**src/hdl/padded_integer_to_text_defines.svh**
```systemverilog
// Assertion helpers used by padded_integer_to_text.
`ifndef PADDED_INTEGER_TO_TEXT_DEFINES_SVH
`define PADDED_INTEGER_TO_TEXT_DEFINES_SVH

// Check a consequence in the same cycle.
`define PTT_ASSERT_SAME(label, ante, cons, msg) \
  label: assert property (@(posedge clk) disable iff (rst) (ante) |-> (cons)) \
    else $error(msg);

// Check a consequence in the next cycle.
`define PTT_ASSERT_NEXT(label, ante, cons, msg) \
  label: assert property (@(posedge clk) disable iff (rst) (ante) |=> (cons)) \
    else $error(msg);

`endif

```
**src/hdl/ptt_pkg.sv**
```systemverilog
package ptt_pkg;

  localparam int MAX_WIDTH   = 64;
  localparam int WIDTH_W     = 7;
  localparam int VALUE_W     = 32;
  localparam int CHAR_W      = 8;
  localparam int KIND_W      = 3;
  localparam int DIGIT_W     = 4;
  localparam int DIGITS_MAX  = 32;
  localparam int COUNT_W     = $clog2(DIGITS_MAX + 1);
  localparam int DEC_BASE    = 10;
  localparam int RECIP_SHIFT = 35;
  localparam int QUOT_W      = 2 * VALUE_W - RECIP_SHIFT;

  localparam logic [VALUE_W-1:0] RECIP_DEC = 32'hCCCC_CCCD;

  localparam logic [CHAR_W-1:0] CHAR_ZERO    = 8'h30;
  localparam logic [CHAR_W-1:0] CHAR_UPPER_A = 8'h41;
  localparam logic [CHAR_W-1:0] CHAR_MINUS   = 8'h2D;
  localparam logic [CHAR_W-1:0] CHAR_SPACE   = 8'h20;

  typedef enum logic [KIND_W-1:0] {
    KIND_SDEC = 3'd0,
    KIND_UDEC = 3'd1,
    KIND_HEX  = 3'd2,
    KIND_OCT  = 3'd3,
    KIND_BIN  = 3'd4,
    KIND_CHAR = 3'd5
  } kind_t;

  typedef enum logic [1:0] {
    RADIX_DEC,
    RADIX_HEX,
    RADIX_OCT,
    RADIX_BIN
  } radix_t;

  typedef enum logic [2:0] {
    ST_IDLE,
    ST_CONVERT,
    ST_PREP,
    ST_PAD_LEAD,
    ST_SIGN,
    ST_CHAR,
    ST_DIGITS,
    ST_PAD_TRAIL
  } state_t;

  typedef struct packed {
    logic               start;
    radix_t             radix;
    logic [VALUE_W-1:0] mag;
  } dig_req_t;

  typedef struct packed {
    logic               valid;
    logic               last;
    logic [DIGIT_W-1:0] digit;
  } dig_rsp_t;

  typedef struct packed {
    logic               push;
    logic               pop;
    logic [DIGIT_W-1:0] digit;
  } stack_ctl_t;

  function automatic logic [CHAR_W-1:0] digit_char(input logic [DIGIT_W-1:0] d);
    logic [CHAR_W-1:0] c;
    if (d < DIGIT_W'(DEC_BASE)) begin
      c = CHAR_ZERO + CHAR_W'(d);
    end else begin
      c = CHAR_UPPER_A + CHAR_W'(d) - CHAR_W'(DEC_BASE);
    end
    return c;
  endfunction

endpackage

```
**src/hdl/ptt_if.sv**
```systemverilog
interface ptt_operand_if;
  import ptt_pkg::*;

  logic                valid;
  logic                ready;
  logic [KIND_W-1:0]   kind;
  logic [VALUE_W-1:0]  value;
  logic [WIDTH_W-1:0]  field_width;
  logic                pad_with_zero;
  logic                align_left;

  modport source (
    output valid, kind, value, field_width, pad_with_zero, align_left,
    input  ready
  );

  modport sink (
    input  valid, kind, value, field_width, pad_with_zero, align_left,
    output ready
  );
endinterface

interface ptt_text_if;
  import ptt_pkg::*;

  logic              valid;
  logic              ready;
  logic [CHAR_W-1:0] text_char;
  logic              last_char;

  modport source (
    output valid, text_char, last_char,
    input  ready
  );

  modport sink (
    input  valid, text_char, last_char,
    output ready
  );
endinterface

```
**src/hdl/ptt_digit_unit.sv**
```systemverilog
module ptt_digit_unit (
  input  logic              clk,
  input  logic              rst,
  input  ptt_pkg::dig_req_t req,
  output ptt_pkg::dig_rsp_t rsp
);
  import ptt_pkg::*;

  logic                   busy;
  logic                   phase;
  radix_t                 radix;
  logic [VALUE_W-1:0]     mag;
  logic [VALUE_W-1:0]     mag_next;
  logic [2*VALUE_W-1:0]   prod;
  logic [QUOT_W-1:0]      quot;
  logic [VALUE_W-1:0]     times_ten;
  logic [VALUE_W-1:0]     rem;
  logic [DIGIT_W-1:0]     digit;
  logic                   step;

  assign quot      = prod[2*VALUE_W-1:RECIP_SHIFT];
  assign times_ten = VALUE_W'({quot, 3'b000}) + VALUE_W'({quot, 1'b0});
  assign rem       = mag - times_ten;
  assign step      = busy && ((radix != RADIX_DEC) || phase);

  always_comb begin
    unique case (radix)
      RADIX_DEC: begin
        digit    = rem[DIGIT_W-1:0];
        mag_next = VALUE_W'(quot);
      end
      RADIX_HEX: begin
        digit    = mag[3:0];
        mag_next = mag >> 4;
      end
      RADIX_OCT: begin
        digit    = {1'b0, mag[2:0]};
        mag_next = mag >> 3;
      end
      RADIX_BIN: begin
        digit    = {3'b000, mag[0]};
        mag_next = mag >> 1;
      end
      default: begin
        digit    = '0;
        mag_next = '0;
      end
    endcase
  end

  assign rsp.valid = step;
  assign rsp.last  = step && (mag_next == '0);
  assign rsp.digit = digit;

  always_ff @(posedge clk) begin
    if (rst) begin
      busy  <= 1'b0;
      phase <= 1'b0;
    end else if (req.start) begin
      busy  <= 1'b1;
      phase <= 1'b0;
    end else if (busy) begin
      if (step) begin
        phase <= 1'b0;
        if (mag_next == '0) begin
          busy <= 1'b0;
        end
      end else begin
        phase <= 1'b1;
      end
    end
  end

  always_ff @(posedge clk) begin
    if (req.start) begin
      mag   <= req.mag;
      radix <= req.radix;
    end else if (step) begin
      mag <= mag_next;
    end
    if (busy && !step) begin
      prod <= (2*VALUE_W)'(mag) * (2*VALUE_W)'(RECIP_DEC);
    end
  end

endmodule

```
**src/hdl/ptt_stack.sv**
```systemverilog
module ptt_stack (
  input  logic                       clk,
  input  logic                       rst,
  input  ptt_pkg::stack_ctl_t        ctl,
  output logic [ptt_pkg::DIGIT_W-1:0] top,
  output logic [ptt_pkg::COUNT_W-1:0] count
);
  import ptt_pkg::*;

  logic [DIGIT_W-1:0] entries [DIGITS_MAX];

  assign top = entries[0];

  always_ff @(posedge clk) begin
    if (rst) begin
      count <= '0;
    end else if (ctl.push) begin
      count <= count + COUNT_W'(1);
    end else if (ctl.pop) begin
      count <= count - COUNT_W'(1);
    end
  end

  always_ff @(posedge clk) begin
    if (ctl.push) begin
      entries[0] <= ctl.digit;
      for (int i = 1; i < DIGITS_MAX; i++) begin
        entries[i] <= entries[i-1];
      end
    end else if (ctl.pop) begin
      for (int i = 0; i < DIGITS_MAX - 1; i++) begin
        entries[i] <= entries[i+1];
      end
    end
  end

endmodule

```
**src/hdl/padded_integer_to_text.sv**
```systemverilog
// Integer to ASCII text converter with field padding.
// operand: one transfer carries kind, value, field_width, pad_with_zero and
//   align_left. ready is high only while the block is idle.
// text: one transfer per output character, most significant first;
//   last_char marks the final character of the item. Kinds 6 and 7 give
//   no characters at all.
// Digits come from one shared digit unit: decimal does a reciprocal multiply,
//   then a remainder, per digit; hex, octal and binary shift each digit out.
//   A digit stack reverses them, then the ST_PREP state sizes the padding.
// Then one character per cycle leaves through the output register while
//   the receiver is ready; the next operand is taken the cycle after the
//   last character is loaded.
// A stalled receiver holds the output register and pauses emission; no
//   character is lost or repeated.
// Reset (rst, synchronous) returns the block to idle with an empty
//   digit stack and the output register empty.
`include "padded_integer_to_text_defines.svh"

module padded_integer_to_text (
  input  logic          clk,
  input  logic          rst,
  ptt_operand_if.sink   operand,
  ptt_text_if.source    text
);
  import ptt_pkg::*;

  state_t               state;
  state_t               state_next;
  state_t               first_text;

  dig_req_t             dig_req;
  dig_rsp_t             dig_rsp;
  stack_ctl_t           stk_ctl;
  logic [DIGIT_W-1:0]   stk_top;
  logic [COUNT_W-1:0]   stk_count;

  logic                 acc;
  logic                 kind_ok;
  logic                 neg_in;
  radix_t               radix_in;
  logic [WIDTH_W-1:0]   width_in;

  logic                 neg;
  logic                 is_char;
  logic                 left;
  logic                 zero_pad;
  logic [WIDTH_W-1:0]   width_sat;
  logic [WIDTH_W-1:0]   pad;
  logic [CHAR_W-1:0]    char_byte;

  logic [WIDTH_W-1:0]   len;
  logic [WIDTH_W-1:0]   pad_calc;
  logic                 tail;
  logic [CHAR_W-1:0]    pad_char;

  logic                 emit_ok;
  logic                 emit;
  logic [CHAR_W-1:0]    emit_char;
  logic                 emit_last;

  logic                 out_valid;
  logic [CHAR_W-1:0]    out_char;
  logic                 out_last;

  ptt_digit_unit u_digit (
    .clk (clk),
    .rst (rst),
    .req (dig_req),
    .rsp (dig_rsp)
  );

  ptt_stack u_stack (
    .clk   (clk),
    .rst   (rst),
    .ctl   (stk_ctl),
    .top   (stk_top),
    .count (stk_count)
  );

  assign operand.ready  = (state == ST_IDLE);
  assign acc            = operand.valid && operand.ready;
  assign kind_ok        = (operand.kind <= KIND_CHAR);
  assign neg_in         = (operand.kind == KIND_SDEC) && operand.value[VALUE_W-1];
  assign width_in       = (operand.field_width > WIDTH_W'(MAX_WIDTH)) ?
                          WIDTH_W'(MAX_WIDTH) : operand.field_width;

  always_comb begin
    case (operand.kind)
      KIND_HEX: radix_in = RADIX_HEX;
      KIND_OCT: radix_in = RADIX_OCT;
      KIND_BIN: radix_in = RADIX_BIN;
      default:  radix_in = RADIX_DEC;
    endcase
  end

  assign dig_req.start = acc && kind_ok && (operand.kind != KIND_CHAR);
  assign dig_req.radix = radix_in;
  assign dig_req.mag   = neg_in ? (VALUE_W'(0) - operand.value) : operand.value;

  assign len      = is_char ? WIDTH_W'(1) : (WIDTH_W'(stk_count) + WIDTH_W'(neg));
  assign pad_calc = (width_sat > len) ? (width_sat - len) : '0;
  assign tail     = left && (pad != '0);
  assign pad_char = zero_pad ? CHAR_ZERO : CHAR_SPACE;
  assign emit_ok  = !out_valid || text.ready;

  always_comb begin
    if (is_char) begin
      first_text = ST_CHAR;
    end else if (neg) begin
      first_text = ST_SIGN;
    end else begin
      first_text = ST_DIGITS;
    end
  end

  always_comb begin
    state_next = state;
    unique case (state)
      ST_IDLE: begin
        if (acc && kind_ok) begin
          state_next = (operand.kind == KIND_CHAR) ? ST_PREP : ST_CONVERT;
        end
      end
      ST_CONVERT: begin
        if (dig_rsp.valid && dig_rsp.last) begin
          state_next = ST_PREP;
        end
      end
      ST_PREP: begin
        state_next = (!left && (pad_calc != '0)) ? ST_PAD_LEAD : first_text;
      end
      ST_PAD_LEAD: begin
        if (emit_ok && (pad == WIDTH_W'(1))) begin
          state_next = first_text;
        end
      end
      ST_SIGN: begin
        if (emit_ok) begin
          state_next = ST_DIGITS;
        end
      end
      ST_CHAR: begin
        if (emit_ok) begin
          state_next = tail ? ST_PAD_TRAIL : ST_IDLE;
        end
      end
      ST_DIGITS: begin
        if (emit_ok && (stk_count == COUNT_W'(1))) begin
          state_next = tail ? ST_PAD_TRAIL : ST_IDLE;
        end
      end
      ST_PAD_TRAIL: begin
        if (emit_ok && (pad == WIDTH_W'(1))) begin
          state_next = ST_IDLE;
        end
      end
      default: state_next = ST_IDLE;
    endcase
  end

  always_comb begin
    emit          = 1'b0;
    emit_char     = pad_char;
    emit_last     = 1'b0;
    stk_ctl.push  = 1'b0;
    stk_ctl.pop   = 1'b0;
    stk_ctl.digit = dig_rsp.digit;
    unique case (state)
      ST_CONVERT: begin
        stk_ctl.push = dig_rsp.valid;
      end
      ST_PAD_LEAD: begin
        emit = emit_ok;
      end
      ST_SIGN: begin
        emit      = emit_ok;
        emit_char = CHAR_MINUS;
      end
      ST_CHAR: begin
        emit      = emit_ok;
        emit_char = char_byte;
        emit_last = !tail;
      end
      ST_DIGITS: begin
        emit        = emit_ok;
        emit_char   = digit_char(stk_top);
        emit_last   = (stk_count == COUNT_W'(1)) && !tail;
        stk_ctl.pop = emit_ok;
      end
      ST_PAD_TRAIL: begin
        emit      = emit_ok;
        emit_last = (pad == WIDTH_W'(1));
      end
      default: begin
        emit = 1'b0;
      end
    endcase
  end

  always_ff @(posedge clk) begin
    if (rst) begin
      state     <= ST_IDLE;
      out_valid <= 1'b0;
    end else begin
      state <= state_next;
      if (emit) begin
        out_valid <= 1'b1;
      end else if (text.ready) begin
        out_valid <= 1'b0;
      end
    end
  end

  always_ff @(posedge clk) begin
    if (acc) begin
      neg       <= neg_in;
      is_char   <= (operand.kind == KIND_CHAR);
      left      <= operand.align_left;
      zero_pad  <= operand.pad_with_zero;
      width_sat <= width_in;
      char_byte <= operand.value[CHAR_W-1:0];
    end
    if (state == ST_PREP) begin
      pad <= pad_calc;
    end else if (emit && ((state == ST_PAD_LEAD) || (state == ST_PAD_TRAIL))) begin
      pad <= pad - WIDTH_W'(1);
    end
    if (emit) begin
      out_char <= emit_char;
      out_last <= emit_last;
    end
  end

  assign text.valid     = out_valid;
  assign text.text_char = out_char;
  assign text.last_char = out_last;

  `PTT_ASSERT_SAME(a_stack_room, stk_ctl.push, stk_count < COUNT_W'(DIGITS_MAX), "digit stack overflow")
  `PTT_ASSERT_SAME(a_digits_present, state == ST_DIGITS, stk_count != '0, "digit state with empty stack")
  `PTT_ASSERT_NEXT(a_bad_kind_idle, acc && !kind_ok, state == ST_IDLE, "unsupported kind left idle")
  `PTT_ASSERT_NEXT(a_last_ends_item, emit && emit_last, state == ST_IDLE, "last character did not end item")

endmodule
```
**src/flat_wrapper.sv**
```systemverilog
// flat-port wrapper written by rule: the top's interface ports become plain ports
module padded_integer_to_text_flat import ptt_pkg::*;
  (clk, rst, operand_valid, operand_kind, operand_value, operand_field_width, operand_pad_with_zero, operand_align_left, operand_ready, text_valid, text_text_char, text_last_char, text_ready);
  ptt_operand_if operand_i ();
  ptt_text_if text_i ();
  input  logic clk;
  input  logic rst;
  input wire logic [$bits(operand_i.valid)-1:0] operand_valid;
  input wire logic [$bits(operand_i.kind)-1:0] operand_kind;
  input wire logic [$bits(operand_i.value)-1:0] operand_value;
  input wire logic [$bits(operand_i.field_width)-1:0] operand_field_width;
  input wire logic [$bits(operand_i.pad_with_zero)-1:0] operand_pad_with_zero;
  input wire logic [$bits(operand_i.align_left)-1:0] operand_align_left;
  output wire logic [$bits(operand_i.ready)-1:0] operand_ready;
  output wire logic [$bits(text_i.valid)-1:0] text_valid;
  output wire logic [$bits(text_i.text_char)-1:0] text_text_char;
  output wire logic [$bits(text_i.last_char)-1:0] text_last_char;
  input wire logic [$bits(text_i.ready)-1:0] text_ready;
  assign operand_i.valid = operand_valid;
  assign operand_i.kind = operand_kind;
  assign operand_i.value = operand_value;
  assign operand_i.field_width = operand_field_width;
  assign operand_i.pad_with_zero = operand_pad_with_zero;
  assign operand_i.align_left = operand_align_left;
  assign operand_ready = operand_i.ready;
  assign text_valid = text_i.valid;
  assign text_text_char = text_i.text_char;
  assign text_last_char = text_i.last_char;
  assign text_i.ready = text_ready;
  padded_integer_to_text u_core (.clk(clk), .rst(rst), .operand(operand_i), .text(text_i));
endmodule
```
**config.mk**
```make
export PLATFORM = sky130hd
export DESIGN_NAME = padded_integer_to_text_flat
export DESIGN_NICKNAME = d
export VERILOG_FILES = /design/src/hdl/ptt_pkg.sv /design/src/hdl/ptt_if.sv /design/src/hdl/ptt_digit_unit.sv /design/src/hdl/ptt_stack.sv /design/src/hdl/padded_integer_to_text.sv /design/src/flat_wrapper.sv
export VERILOG_INCLUDE_DIRS = /design/src /design/src/hdl
export SDC_FILE = /design/constraint.sdc
export NUM_CORES = 2
export LEC_CHECK = 0
export ABC_AREA = 1
export BUFFER_PORTS_ARGS = -buffer_cell sky130_fd_sc_hd__buf_4
export CAP_MARGIN = 20
export CORE_UTILIZATION = 45
export CTS_BUF_LIST = sky130_fd_sc_hd__clkbuf_2
export DETAILED_ROUTE_END_ITERATION = 8
export MAX_ROUTING_LAYER = met4
export PLACE_DENSITY = 0.61
export SKIP_LAST_GASP = 1
export SLEW_MARGIN = 20
export SYNTH_ARGS = -nofsm -noshare
export SYNTH_HDL_FRONTEND = slang
export SYNTH_HIERARCHICAL = 1
export SYNTH_SLANG_ARGS = --single-unit
```
**constraint.sdc**
```tcl
create_clock -name clk -period 7.3 [get_ports clk]
set_input_delay 0.73 -clock clk [delete_from_list [all_inputs] [get_ports clk]]
set_output_delay 0.73 -clock clk [all_outputs]
set_load 0.005 [all_outputs]
```
==> results_dict.tcl <==
set metrics [dict create \
    ys_seq_area_share_pct 22.57 \
    htree_levels 3 \
    synth-edff-count 226 \
    yosys_warnings 6 \
    worstPathArrival_ns 7.89 \
    path_clk_slew_ns 0.10 \
    core_sq_um 68590 \
    hold_viol_final 0 \
    wire_per_inst_um 19.72 \
    cts_sinks 238 \
    gr-usage-all-layers_pct 27.94 \
    ioPinCount 59 \
    grt.overflow.total 0 \
    synthCells 3549 \
    finalCritPeriodShare_pct 98.04 \
    cts_tree "done" \
    fmax_ghz 0.1397 \
    io_buffers 58 \
    synth_nets 4356 \
    clock_skew_ns 0.1649 \
    rsz0062_at_grt "yes" \
    synth_seq_cells 238 \
    antenna_found_initial 3 \
    nFillCells 6758 \
    clockRootBuffer "clkbuf_2" \
    cts_buffers 68 \
    start_util_pct 45.40 \
    dieArea_sq_um 70260 \
    worst_slew_pin_slew_ns 1.021 \
    status "completed" \
    max-cap-violations 0 \
    nets 4514 \
    drt_iter0_drc 1970 \
    drv_slew 0 \
    chipWidth_um 265.1 \
    drc 0 \
    antenna_left 0 \
    netlist_area_sq_um 31140 \
    vias_per_cell 5.094 \
    post_cts_buffers 0 \
    period_needed_ns 7.157 \
    async_reset_ff_share_pct 0 \
    clk_latency_ns 1.03 \
    grt_max_degree 94 \
    path_class "flip-flop to flip-flop" \
    utilization_pct 49.26 \
    first_pass_iters 7 \
    vias 23870 \
    hp-class "primary input to flip-flop" \
    layout_commonest_cell "inv_1" \
    hpwl_um 79130 \
    die_y_um 265.1 \
    critPathLaunchType "flip-flop" \
    cp.required_ns 8.03 \
    end_kind "flip-flop" \
    drive_gt1_share_pct 8.931 \
    finalWirelength_um 92380 \
    place.gp.congestion 1.022 \
    synth.avg_cell_area_sq_um 8.774 \
    setup_viol 0 \
    grt_pass1_wl_um 142800 \
    multi_input_area_sq_um 20550 \
    syn_to_final_growth_pct 8.502 \
    clock_path_buffers 3 \
    synth_cell_types 59 \
    layout_common_cells "865 x inv_1, 620 x nand2_1, 389 x fa_1" \
    cp_max_fo 5 \
    synth_ff_type "edfxtp_1" \
    grt_pass1_vias 24270 \
    rows 96 \
    max-slew-margin-rel_pct 31.83 \
    register_area_sq_um 7027 \
]
## cell usage after synthesis, types with 4 or more instances
cell / number / area [sq um]
a21o_1: 7 / 52.55
a21oi_1: 119 / 595.6
a31oi_1: 4 / 25.02
buf_2: 14 / 70.07
buf_6: 10 / 112.6
clkbuf_1: 28 / 105.1
dfxtp_1: 12 / 240.2
edfxtp_1: 226 / 6787
fa_1: 389 / 7787
ha_1: 370 / 4629
inv_1: 865 / 3247
inv_2: 6 / 22.52
mux2_2: 45 / 506.7
mux2_4: 14 / 210.2
nand2_1: 621 / 2331
nand3_1: 175 / 875.8
nand4_1: 26 / 162.7
nor2_1: 239 / 897.1
nor2_2: 4 / 25.02
nor3_1: 23 / 115.1
nor4_1: 6 / 37.54
o21a_1: 4 / 30.03
o21ai_0: 172 / 860.8
o21bai_1: 14 / 105.1
o31ai_1: 4 / 30.03
or2_0: 6 / 37.54
or2_2: 8 / 50.05
xnor2_1: 26 / 227.7
xor2_1: 64 / 560.5
## kinds of logic (layout without fill, tap and decap cells)
family | count (synthesis) | in the layout | synth area share, %
simple gates | 1128 | 1128 | 15.19
buf+inv | 931 | 1133 | 11.56
fa+ha+maj | 759 | 759 | 39.87
compound gates | 344 | 344 | 5.979
flops | 238 | 238 | 22.57
xor+xnor | 90 | 90 | 2.531
mux | 59 | 59 | 2.302
other cells | 0 | 3 | 0
## cell type report
cell class | instances | area share, %
flip-flops and latches | 238 | 20.80
diodes | 3 | 0.02222
clock buffers | 97 | 1.437
clock inverters | 17 | 0.3777
repair buffers | 147 | 3.407
multi-input cells | 2380 | 60.81
well taps | 931 | 3.448
inverters | 872 | 9.702
## per-layer routing
layer  up-vias  GRT usage (%)  share of wire (%)
met5         -              -                  0
li1      11440              -                  -
met2       773          43.68                 46
met3       138          3.749                6.1
met4         0          11.03                4.2
met1     11510          36.88                 44
## stage by stage
stage | worst slack [ns] | TNS, ns | cells | hold slack (ns) | instance area (sq um)
after floorplan | 1.196 | 0 | 3549 | 0.4268 | 31140
after global placement | 0.1818 | 0 | 4549 | 0.4353 | 32960
after detailed placement | 0.2380 | 0 | 4549 | 0.4423 | 32960
after CTS | 0.2010 | 0 | 4682 | 0.02876 | 33760
after global routing | -0.008775 | -0.008775 | 4685 | 0.09559 | 33790
final | 0.1427 | 0 | 4685 | 0.1449 | 33790
## path summary, 6_finish.rpt
kind                                                         startpoint                                       to  slack, ns  cells after the start
worst max register to register         u_core/u_digit/mag[19]$_DFFE_PP_        u_core/u_digit/prod[59]$_DFFE_PP_       0.14                     25
worst min-delay path                                    operand_kind[2]        u_core/u_digit/radix[0]$_DFFE_PP_       0.14                      3
worst max-delay path                   u_core/u_digit/mag[19]$_DFFE_PP_        u_core/u_digit/prod[59]$_DFFE_PP_       0.14                     25
worst min register to register  u_core/u_stack/entries[30][0]$_DFFE_PP_  u_core/u_stack/entries[31][0]$_DFFE_PP_       0.38                      0
## repair_timing
item                                    CTS  global route
hold buffers                             19             0
resized for setup                         0             3
endpoints found under the setup margin    0             3
endpoints found under the hold margin    23             0
## critical path: stages (launching register included)
cell      delay, ns
edfxtp_1       0.59
ha_1           0.63
inv_1          0.16
fa_1           0.50
inv_1          0.05
fa_1           0.50
inv_1          0.05
fa_1           0.50
inv_1          0.05
fa_1           0.56
fa_1           0.45
fa_1           0.50
inv_1          0.05
fa_1           0.47
inv_1          0.04
ha_1           0.30
nand2_1        0.12
inv_1          0.07
a21oi_1        0.28
o21ai_0        0.26
nand2_1        0.11
nand2_1        0.15
a21oi_1        0.28
nand2_1        0.08
nand2_1        0.06
nand2_1        0.06
## state kept, by name (all words and copies together), names as in the netlist, 2 cells and up
signal	count
u_core/u_stack/entries	128
u_core/u_digit/mag	32
u_core/u_digit/prod	29
u_core/char_byte	8
u_core/text.text_char	8
u_core/pad	7
u_core/width_sat	7
u_core/u_stack/count	6
u_core/state	3
u_core/u_digit/radix	2
Power is left out: the tool's default activity adds up to more than one toggle a clock period on the data nets, which glitch-free logic cannot reach.
